**src/hw/rtl/assert_macros.svh**
```systemverilog
// ----------------------------------------------------------------------------
// Assertion macros
// Clocked, reset-qualified implication checks for the allocator RTL.
// ----------------------------------------------------------------------------
`ifndef ASSERT_MACROS_SVH
`define ASSERT_MACROS_SVH

// Same-cycle implication.
`define ASSERT_IMPL(lbl, clk, rst_n, ante, cons) \
  lbl: assert property (@(posedge clk) disable iff (!rst_n) (ante) |-> (cons)) \
    else $error("same-cycle implication check failed");

// Next-cycle implication.
`define ASSERT_NEXT(lbl, clk, rst_n, ante, cons) \
  lbl: assert property (@(posedge clk) disable iff (!rst_n) (ante) |=> (cons)) \
    else $error("next-cycle implication check failed");

`endif

```
**src/hw/rtl/ffba_pkg.sv**
```systemverilog
// ----------------------------------------------------------------------------
// ffba_pkg
// Shared constants, codes and controller/datapath types of the allocator.
// ----------------------------------------------------------------------------
package ffba_pkg;

  localparam int HEAP_DEPTH = 1024;
  localparam int AW         = $clog2(HEAP_DEPTH);
  localparam int CW         = AW + 1;

  localparam int SIZE_W     = 11;
  localparam int ADDR_W     = 10;
  localparam int STS_W      = 2;

  localparam logic [SIZE_W-1:0] HEAP_BYTES_RST = SIZE_W'(1024);

  typedef enum logic {
    REQ_ALLOC = 1'b0,
    REQ_FREE  = 1'b1
  } req_t;

  typedef enum logic [STS_W-1:0] {
    STS_OK       = 2'd0,
    STS_NO_RUN   = 2'd1,
    STS_BAD_SIZE = 2'd2,
    STS_BAD_ADDR = 2'd3
  } status_t;

  typedef enum logic [2:0] {
    ST_CLEAR,
    ST_IDLE,
    ST_SCAN,
    ST_MARK,
    ST_ADV,
    ST_WALK
  } state_t;

  // One entry of the byte map.
  typedef struct packed {
    logic busy;
    logic cont;
  } mark_t;

  localparam int MARK_W = $bits(mark_t);

  typedef struct packed {
    logic    accept;
    logic    clear;
    logic    scan;
    logic    mark;
    logic    adv;
    logic    walk;
    logic    res_en;
    logic    res_blk;
    status_t res_status;
  } ctl_cmd_t;

  typedef struct packed {
    logic size_bad;
    logic heap_full;
    logic addr_bad;
    logic clr_last;
    logic run_found;
    logic run_fail;
    logic mark_last;
    logic same_start;
    logic adv_done;
    logic walk_done;
  } ctl_sts_t;

endpackage

```
**src/hw/rtl/ffba_ram.sv**
```systemverilog
// ----------------------------------------------------------------------------
// ffba_ram
// Generic simple dual-port RAM: one write port, one read port, registered read.
// ----------------------------------------------------------------------------
module ffba_ram #(
  parameter int WIDTH = 2,
  parameter int DEPTH = 1024
) (
  input  logic                     clk,
  input  logic                     we,
  input  logic [$clog2(DEPTH)-1:0] waddr,
  input  logic [WIDTH-1:0]         wdata,
  input  logic [$clog2(DEPTH)-1:0] raddr,
  output logic [WIDTH-1:0]         rdata
);

  logic [WIDTH-1:0] mem_r [DEPTH];
  logic [WIDTH-1:0] rdata_r;

  always_ff @(posedge clk) begin
    if (we) begin
      mem_r[waddr] <= wdata;
    end
    rdata_r <= mem_r[raddr];
  end

  assign rdata = rdata_r;

endmodule

```
**src/hw/rtl/ffba_ctrl.sv**
```systemverilog
// ----------------------------------------------------------------------------
// ffba_ctrl
// Request sequencer: clearing pass, search, mark, pointer advance, free walk.
// ----------------------------------------------------------------------------
`include "assert_macros.svh"

module ffba_ctrl (
  input  logic               clk,
  input  logic               rst_n,
  input  logic               start,
  input  logic               in_req_type,
  output logic               busy,
  input  ffba_pkg::ctl_sts_t sts,
  output ffba_pkg::ctl_cmd_t cmd
);

  ffba_pkg::state_t state_r, state_nxt;
  logic             accept;
  logic             is_free;

  assign busy    = (state_r != ffba_pkg::ST_IDLE);
  assign accept  = start && !busy;
  assign is_free = (in_req_type == ffba_pkg::REQ_FREE);

  always_ff @(posedge clk) begin
    if (!rst_n) begin
      state_r <= ffba_pkg::ST_CLEAR;
    end else begin
      state_r <= state_nxt;
    end
  end

  always_comb begin
    state_nxt = state_r;
    unique case (state_r)
      ffba_pkg::ST_CLEAR: begin
        if (sts.clr_last) state_nxt = ffba_pkg::ST_IDLE;
      end
      ffba_pkg::ST_IDLE: begin
        if (accept) begin
          if (is_free) begin
            if (!sts.addr_bad) state_nxt = ffba_pkg::ST_WALK;
          end else if (!sts.size_bad && !sts.heap_full) begin
            state_nxt = ffba_pkg::ST_SCAN;
          end
        end
      end
      ffba_pkg::ST_SCAN: begin
        if (sts.run_fail) begin
          state_nxt = ffba_pkg::ST_IDLE;
        end else if (sts.run_found) begin
          state_nxt = ffba_pkg::ST_MARK;
        end
      end
      ffba_pkg::ST_MARK: begin
        if (sts.mark_last) begin
          state_nxt = sts.same_start ? ffba_pkg::ST_ADV : ffba_pkg::ST_IDLE;
        end
      end
      ffba_pkg::ST_ADV: begin
        if (sts.adv_done) state_nxt = ffba_pkg::ST_IDLE;
      end
      ffba_pkg::ST_WALK: begin
        if (sts.walk_done) state_nxt = ffba_pkg::ST_IDLE;
      end
      default: state_nxt = ffba_pkg::ST_IDLE;
    endcase
  end

  always_comb begin
    cmd            = '0;
    cmd.res_status = ffba_pkg::STS_OK;
    unique case (state_r)
      ffba_pkg::ST_CLEAR: cmd.clear = 1'b1;
      ffba_pkg::ST_IDLE: begin
        cmd.accept = accept;
        if (accept) begin
          if (is_free) begin
            if (sts.addr_bad) begin
              cmd.res_en     = 1'b1;
              cmd.res_status = ffba_pkg::STS_BAD_ADDR;
            end
          end else if (sts.size_bad) begin
            cmd.res_en     = 1'b1;
            cmd.res_status = ffba_pkg::STS_BAD_SIZE;
          end else if (sts.heap_full) begin
            cmd.res_en     = 1'b1;
            cmd.res_status = ffba_pkg::STS_NO_RUN;
          end
        end
      end
      ffba_pkg::ST_SCAN: begin
        cmd.scan = 1'b1;
        if (sts.run_fail) begin
          cmd.res_en     = 1'b1;
          cmd.res_status = ffba_pkg::STS_NO_RUN;
        end
      end
      ffba_pkg::ST_MARK: begin
        cmd.mark = 1'b1;
        if (sts.mark_last && !sts.same_start) begin
          cmd.res_en  = 1'b1;
          cmd.res_blk = 1'b1;
        end
      end
      ffba_pkg::ST_ADV: begin
        cmd.adv = 1'b1;
        if (sts.adv_done) begin
          cmd.res_en  = 1'b1;
          cmd.res_blk = 1'b1;
        end
      end
      ffba_pkg::ST_WALK: begin
        cmd.walk   = 1'b1;
        cmd.res_en = sts.walk_done;
      end
      default: cmd = '0;
    endcase
  end

  // A result leaves only for a request just taken or one still in work.
  `ASSERT_IMPL(a_res_in_work, clk, rst_n, cmd.res_en, busy || accept)
  // The clearing pass runs only straight out of reset.
  `ASSERT_NEXT(a_clear_once, clk, rst_n, state_r != ffba_pkg::ST_CLEAR, state_r != ffba_pkg::ST_CLEAR)

endmodule

```
**src/hw/rtl/ffba_dpath.sv**
```systemverilog
// ----------------------------------------------------------------------------
// ffba_dpath
// Byte map, scan pointer, run counter, first-free pointer and result register.
// ----------------------------------------------------------------------------
`include "assert_macros.svh"

module ffba_dpath (
  input  logic                          clk,
  input  logic                          rst_n,
  input  logic                          cfg_wr_en,
  input  logic [ffba_pkg::SIZE_W-1:0]   cfg_wr_data,
  input  logic                          in_req_type,
  input  logic [ffba_pkg::SIZE_W-1:0]   in_req_size,
  input  logic [ffba_pkg::ADDR_W-1:0]   in_req_addr,
  output logic                          out_valid,
  output logic [ffba_pkg::ADDR_W-1:0]   out_block_addr,
  output logic [ffba_pkg::STS_W-1:0]    out_status,
  input  ffba_pkg::ctl_cmd_t            cmd,
  output ffba_pkg::ctl_sts_t            sts
);

  localparam int CW = ffba_pkg::CW;
  localparam int AW = ffba_pkg::AW;

  logic [ffba_pkg::SIZE_W-1:0] heap_bytes_r;
  logic [CW-1:0]               hs;
  logic [CW-1:0]               scan_r, chk_pos_r, run_r, size_r, addr_r;
  logic [CW-1:0]               start_r, end_r, first_free_r;
  logic                        chk_vld_r;
  logic [CW-1:0]               run_inc, start_calc, chk_next;
  logic                        chk_in_heap;

  logic                        mem_we;
  logic [CW-1:0]               mem_waddr;
  ffba_pkg::mark_t             mem_wdata;
  logic [ffba_pkg::MARK_W-1:0] mem_rdata;
  ffba_pkg::mark_t             rd;

  logic                        out_valid_r;
  logic [ffba_pkg::ADDR_W-1:0] out_block_addr_r;
  ffba_pkg::status_t           out_status_r;

  assign hs = (32'(heap_bytes_r) < ffba_pkg::HEAP_DEPTH) ? CW'(heap_bytes_r)
                                                          : CW'(ffba_pkg::HEAP_DEPTH);

  assign rd          = ffba_pkg::mark_t'(mem_rdata);
  assign chk_in_heap = (chk_pos_r < hs);
  assign chk_next    = chk_pos_r + CW'(1);
  assign run_inc     = run_r + CW'(1);
  assign start_calc  = chk_next - size_r;

  always_comb begin
    sts            = '0;
    sts.size_bad   = (in_req_size == '0) || (32'(in_req_size) > 32'(hs));
    sts.heap_full  = (first_free_r >= hs);
    sts.addr_bad   = (32'(in_req_addr) >= 32'(hs));
    sts.clr_last   = (scan_r == CW'(ffba_pkg::HEAP_DEPTH - 1));
    sts.run_fail   = chk_vld_r && !chk_in_heap;
    sts.run_found  = chk_vld_r && chk_in_heap && !rd.busy && (run_inc == size_r);
    sts.mark_last  = (scan_r == end_r);
    sts.same_start = (start_r == first_free_r);
    sts.adv_done   = chk_vld_r && (!chk_in_heap || !rd.busy);
    sts.walk_done  = chk_vld_r && (!rd.cont || (chk_next >= hs));
  end

  // Map write port: clearing pass, block marking, free walk.
  always_comb begin
    mem_we    = 1'b0;
    mem_waddr = scan_r;
    mem_wdata = '0;
    if (cmd.clear) begin
      mem_we = 1'b1;
    end else if (cmd.mark) begin
      mem_we         = 1'b1;
      mem_wdata.busy = 1'b1;
      mem_wdata.cont = (scan_r != end_r);
    end else if (cmd.walk && chk_vld_r) begin
      mem_we         = 1'b1;
      mem_waddr      = chk_pos_r;
      mem_wdata.cont = rd.cont;
    end
  end

  ffba_ram #(
    .WIDTH (ffba_pkg::MARK_W),
    .DEPTH (ffba_pkg::HEAP_DEPTH)
  ) u_map (
    .clk   (clk),
    .we    (mem_we),
    .waddr (mem_waddr[AW-1:0]),
    .wdata (mem_wdata),
    .raddr (scan_r[AW-1:0]),
    .rdata (mem_rdata)
  );

  always_ff @(posedge clk) begin
    if (!rst_n) begin
      heap_bytes_r <= ffba_pkg::HEAP_BYTES_RST;
      scan_r       <= '0;
      chk_vld_r    <= 1'b0;
      first_free_r <= '0;
      out_valid_r  <= 1'b0;
    end else begin
      if (cfg_wr_en) heap_bytes_r <= cfg_wr_data;

      if (cmd.accept) begin
        scan_r <= (in_req_type == ffba_pkg::REQ_FREE) ? CW'(in_req_addr) : first_free_r;
      end else if (cmd.scan && sts.run_found) begin
        scan_r <= start_calc;
      end else if (cmd.clear || cmd.scan || cmd.mark || cmd.adv || cmd.walk) begin
        scan_r <= scan_r + CW'(1);
      end

      chk_vld_r <= cmd.scan || cmd.adv || cmd.walk;

      if (cmd.adv && sts.adv_done) begin
        first_free_r <= chk_pos_r;
      end else if (cmd.walk && sts.walk_done && (addr_r < first_free_r)) begin
        first_free_r <= addr_r;
      end

      out_valid_r <= cmd.res_en;
    end
  end

  always_ff @(posedge clk) begin
    chk_pos_r <= scan_r;
    if (cmd.accept) begin
      size_r <= CW'(in_req_size);
      addr_r <= CW'(in_req_addr);
      run_r  <= '0;
    end else if (cmd.scan && chk_vld_r && chk_in_heap) begin
      run_r <= rd.busy ? '0 : run_inc;
    end
    if (cmd.scan && sts.run_found) begin
      start_r <= start_calc;
      end_r   <= chk_pos_r;
    end
    if (cmd.res_en) begin
      out_status_r     <= cmd.res_status;
      out_block_addr_r <= cmd.res_blk ? ffba_pkg::ADDR_W'(start_r) : '0;
    end
  end

  assign out_valid      = out_valid_r;
  assign out_block_addr = out_block_addr_r;
  assign out_status     = out_status_r;

  // Marking and freeing never touch bytes past the heap end.
  `ASSERT_IMPL(a_wr_in_heap, clk, rst_n, mem_we && !cmd.clear, mem_waddr < hs)
  // The marking pointer stays inside the block that was found.
  `ASSERT_IMPL(a_mark_in_block, clk, rst_n, cmd.mark, (scan_r >= start_r) && (scan_r <= end_r))
  // A finished free leaves first_free at or below the freed offset.
  `ASSERT_NEXT(a_ff_lowered, clk, rst_n, cmd.walk && sts.walk_done, first_free_r <= addr_r)

endmodule

```
**src/hw/rtl/first_fit_byte_map_allocator_unit.sv**
```systemverilog
// ----------------------------------------------------------------------------
// first_fit_byte_map_allocator_unit
// Flow: a failed check returns in the cycle after start; a free clears its
//   B bytes; an allocate scans S bytes and marks its N-byte block, then
//   advances first_free over any busy bytes when the block starts on it.
// Throughput: one request at a time, one map byte per cycle; results cannot stall.
// Reset: a clearing pass over all 1024 map bytes with busy high.
// ----------------------------------------------------------------------------
module first_fit_byte_map_allocator_unit (
  input  logic                        clk,
  input  logic                        rst_n,
  input  logic                        cfg_wr_en,
  input  logic [ffba_pkg::SIZE_W-1:0] cfg_wr_data,
  input  logic                        start,
  output logic                        busy,
  input  logic                        in_req_type,
  input  logic [ffba_pkg::SIZE_W-1:0] in_req_size,
  input  logic [ffba_pkg::ADDR_W-1:0] in_req_addr,
  output logic                        out_valid,
  output logic [ffba_pkg::ADDR_W-1:0] out_block_addr,
  output logic [ffba_pkg::STS_W-1:0]  out_status
);

  ffba_pkg::ctl_cmd_t cmd;
  ffba_pkg::ctl_sts_t sts;

  ffba_ctrl u_ctrl (
    .clk         (clk),
    .rst_n       (rst_n),
    .start       (start),
    .in_req_type (in_req_type),
    .busy        (busy),
    .sts         (sts),
    .cmd         (cmd)
  );

  ffba_dpath u_dpath (
    .clk            (clk),
    .rst_n          (rst_n),
    .cfg_wr_en      (cfg_wr_en),
    .cfg_wr_data    (cfg_wr_data),
    .in_req_type    (in_req_type),
    .in_req_size    (in_req_size),
    .in_req_addr    (in_req_addr),
    .out_valid      (out_valid),
    .out_block_addr (out_block_addr),
    .out_status     (out_status),
    .cmd            (cmd),
    .sts            (sts)
  );

endmodule

```
**config.mk**
```make
export PLATFORM = sky130hd
export DESIGN_NAME = first_fit_byte_map_allocator_unit
export DESIGN_NICKNAME = d
export VERILOG_FILES = /design/src/hw/rtl/ffba_pkg.sv /design/src/hw/rtl/ffba_ram.sv /design/src/hw/rtl/ffba_ctrl.sv /design/src/hw/rtl/ffba_dpath.sv /design/src/hw/rtl/first_fit_byte_map_allocator_unit.sv
export VERILOG_INCLUDE_DIRS = /design/src /design/src/hw/rtl
export SDC_FILE = /design/constraint.sdc
export NUM_CORES = 2
export LEC_CHECK = 0
export ABC_AREA = 1
export BUFFER_PORTS_ARGS = -buffer_cell sky130_fd_sc_hd__buf_4
export CORE_AREA = 2 2 392 394
export DETAILED_ROUTE_END_ITERATION = 8
export DIE_AREA = 0 0 394 396
export GPL_TIMING_DRIVEN = 0
export PLACE_DENSITY_LB_ADDON = 0.15
export REMOVE_ABC_BUFFERS = 1
export SYNTH_ARGS = -nofsm -noshare
export SYNTH_HDL_FRONTEND = slang
export SYNTH_SLANG_ARGS = --single-unit
```
**constraint.sdc**
```tcl
create_clock -name clk -period 67.3 [get_ports clk]
set_input_delay 6.73 -clock clk [delete_from_list [all_inputs] [get_ports clk]]
set_output_delay 6.73 -clock clk [all_outputs]
set_load 0.03 [all_outputs]
```
==> out/metrics.cfg <==
[min_path]
min_delay_path_depth=0
holdPathEnd=u_dpath.chk_pos_r[10]$_DFF_P_
hp-class=reg2reg
hp-start=u_dpath.scan_r[10]$_SDFFE_PN0P_

[floorplanning]
std_cell_rows=143
coreArea_um2=152000
pin_count=51
fp.dieH_um=396
initial_core_util_pct=63.7
dieArea_um2=156000
die_w_um=394

[synthesis]
synth_ff_type=edfxtp_1
synth-seq-cells=2165
synthTopCellsByArea=edfxtp_1 (65%), nor2_1 (8.8%), nand2_1 (7.9%)
async_flop_share_pct=0
synth_edf_count=2103
avgSynthCellArea_um2=10.0
synth_top_area_cell=edfxtp_1
seq_area_frac_synth_pct=66.7
netlist.area_leader.share_pct=65.4
syn_area_um2=96500
ys_types=40
ys_top_cells_by_count=nor2_1 (2,267), edfxtp_1 (2,103), nand2_1 (2,019), o21ai_0 (751), nand3_1 (646)
synth.most_common_cell=nor2_1
netlist_instances=9642
yosys_warnings=0

[critical_path]
path_max_fanout=4
critPathBufInv=3
cp-startpoint=u_ctrl.state_r[0]$_SDFFE_PN0P_
arrival_ns=2.01
required_ns=60.57
r2r_cells=14
timing.rr.start=u_dpath.scan_r[1]$_SDFFE_PN0P_
rrSetupSlack_ns=60.44
end_kind=primary output
crit_path_top_delay_cell=dfxtp_1
criticalPathCategory=reg2out
cpPeakStageDelay_ns=0.36
cpMostUsedCell=inv_1
cp_top_family=buffers and inverters
cp_cell_sequence=inv_1 > nor3_1 > inv_1 > buf_4
r2r_end=u_dpath.u_map.mem_r[131][0]$_DFFE_PP_
critPathLaunchType=flop

[global_route]
grt_pass1_vias=67900
grt.total_usage_pct=33.7
grt_pass1_wl_mm=395
grt_max_degree=175
antenna_found_initial=5
gr-total-overflow=0

[place]
placed_cells=11200
gp_congestion=0.883
hpwl_mm=153
placed_cell_area_um2=100000
portBuffers=50

[clocking]
cts_max_level=4
cts_inserted_buffers=210
ctsRootBufferMaster=clkbuf_16
cts.sinks=2165
cts_max_path_buffers=3
cts_tree=done
hold_buffers=0
post_cts_buffers=0
clkSlewWorstSetupHoldPaths_ns=0.06
cts.repair.resized=0
clk_latency_ns=0.83

[routing]
drt-total-wl_mm=265
drc=0
ant_nets=0
avgViaCountPerCell=6.04
drtPass1Iterations=7
dr_total_vias=70300
drt_iter0_drc=9228
wl_per_cell_um=22.8

[power_and_ir_drop]
p_leak_nw=39.1
power_mw=4.00
ir_worst_vdd_v=0.0000325
powerDensity_nw_per_um2=37.5

[cells_and_area]
fillers=10900
postLayoutCellArea_um2=107000
multi_input_area_um2=27500
final-seq-area_um2=64400
instances_no_fill=11600
nets=9538
drive_gt1_share_pct=6.17
syn_to_final_growth_pct=10.6

[sta]
clock_skew_ns=0.0279
worst_pin_slew_ns=1.35
rsz0062_at_grt=no
fin_crit_sh_pct=13.0
hold_viol_final=0
fin_tns_setup_ns=0
fmax_mhz=114
slew_headroom_pct=9.57
setup_violations=0
drv_slew=0
period_minus_slack_ns=8.74

[job]
cap_viol_max_count=0

[status]
status=finished clean

-- worst max path at each step --
stage | end | slack (ns) | depth (start not counted)
final | busy | 58.56 | 4
after global routing | busy | 58.41 | 4
after CTS | busy | 58.54 | 4
after detailed placement | u_dpath.out_block_addr[3]$_SDFFCE_PN0P_ | 58.50 | 10
after global placement | u_dpath.u_map.mem_r[427][0]$_DFFE_PP_ | -117.10 | 6
after floorplan | u_dpath.u_map.mem_r[1023][0]$_DFFE_PP_ | -10.57 | 8
-- cells in the final DEF, fill, tap and decap left out, types with 21 or more instances in the layout --
cell type / netlist / routed
ha_1: 76 / 76
inv_1: 583 / 580
clkinv_1: 8 / 53
nand3_1: 646 / 633
o21ai_0: 751 / 751
o211ai_1: 112 / 112
nand4_1: 21 / 21
nor3_1: 27 / 25
dfxtp_1: 62 / 57
a21oi_1: 149 / 149
buf_16: 0 / 70
o22ai_1: 31 / 31
clkbuf_1: 304 / 52
buf_6: 6 / 64
clkbuf_16: 0 / 214
buf_4: 0 / 57
nor2_1: 2267 / 2264
xor2_1: 31 / 31
edfxtp_1: 2103 / 2103
nand2_1: 2019 / 1999
clkinv_2: 0 / 35
-- layer usage --
layer | up-vias | part of all wire [%] | GRT usage (%)
met2 | 3890 | 47 | 54.3
met5 | - | 0.0045 | 0
li1 | 31900 | - | -
met1 | 33800 | 37 | 44.6
met3 | 735 | 11 | 5.66
met4 | 2 | 5.3 | 16.7
-- cell type report --
type | count | area share, %
antenna | 2 | 0.00469
clock buffer | 272 | 5.28
clock inverter | 110 | 0.852
inverter | 600 | 2.14
multi-input combinational | 6234 | 25.7
sequential | 2165 | 60.3
tap | 2030 | 2.38
timing repair buffer | 213 | 3.27
-- where the power goes --
group          internal (mW)  switching [mW]
registers               1.52          0.0475
clock network          0.637           0.493
logic                  0.357           0.944
total                   2.52            1.48
-- stage by stage --
stage	util [%]	worst slack, ns	hold slack (ns)
finish	70.4	58.56	0.420
global route	70.4	58.41	0.427
CTS	70.4	58.54	0.411
detailed placement	66.1	58.50	0.401
global placement	63.8	-117.10	0.371
floorplan	-	-10.57	0.365
-- kinds of logic after synthesis --
kind of cell               share of synthesized area (%)
and+or+nand+nor                                     20.7
xor gates and xnor gates                           0.390
buffers and inverters                               5.17
DFF                                                 66.7
AOI/OAI and AO/OA                                   6.06
adders and majority gates                           1.01
-- flip-flops by register name (all words and copies together), names as in the netlist --
signal	count
u_dpath.u_map.mem_r	2048
u_dpath.chk_pos_r	11
u_dpath.end_r	11
u_dpath.first_free_r	11
u_dpath.heap_bytes_r	11
u_dpath.run_r	11
u_dpath.scan_r	11
u_dpath.size_r	11
u_dpath.start_r	11
u_dpath.addr_r	10
u_dpath.out_block_addr	10
u_ctrl.state_r	3
u_dpath.out_status	2
u_dpath.u_map.rdata	2
u_dpath.chk_vld_r	1
u_dpath.out_valid	1
(Power assumes the default switching activity.)
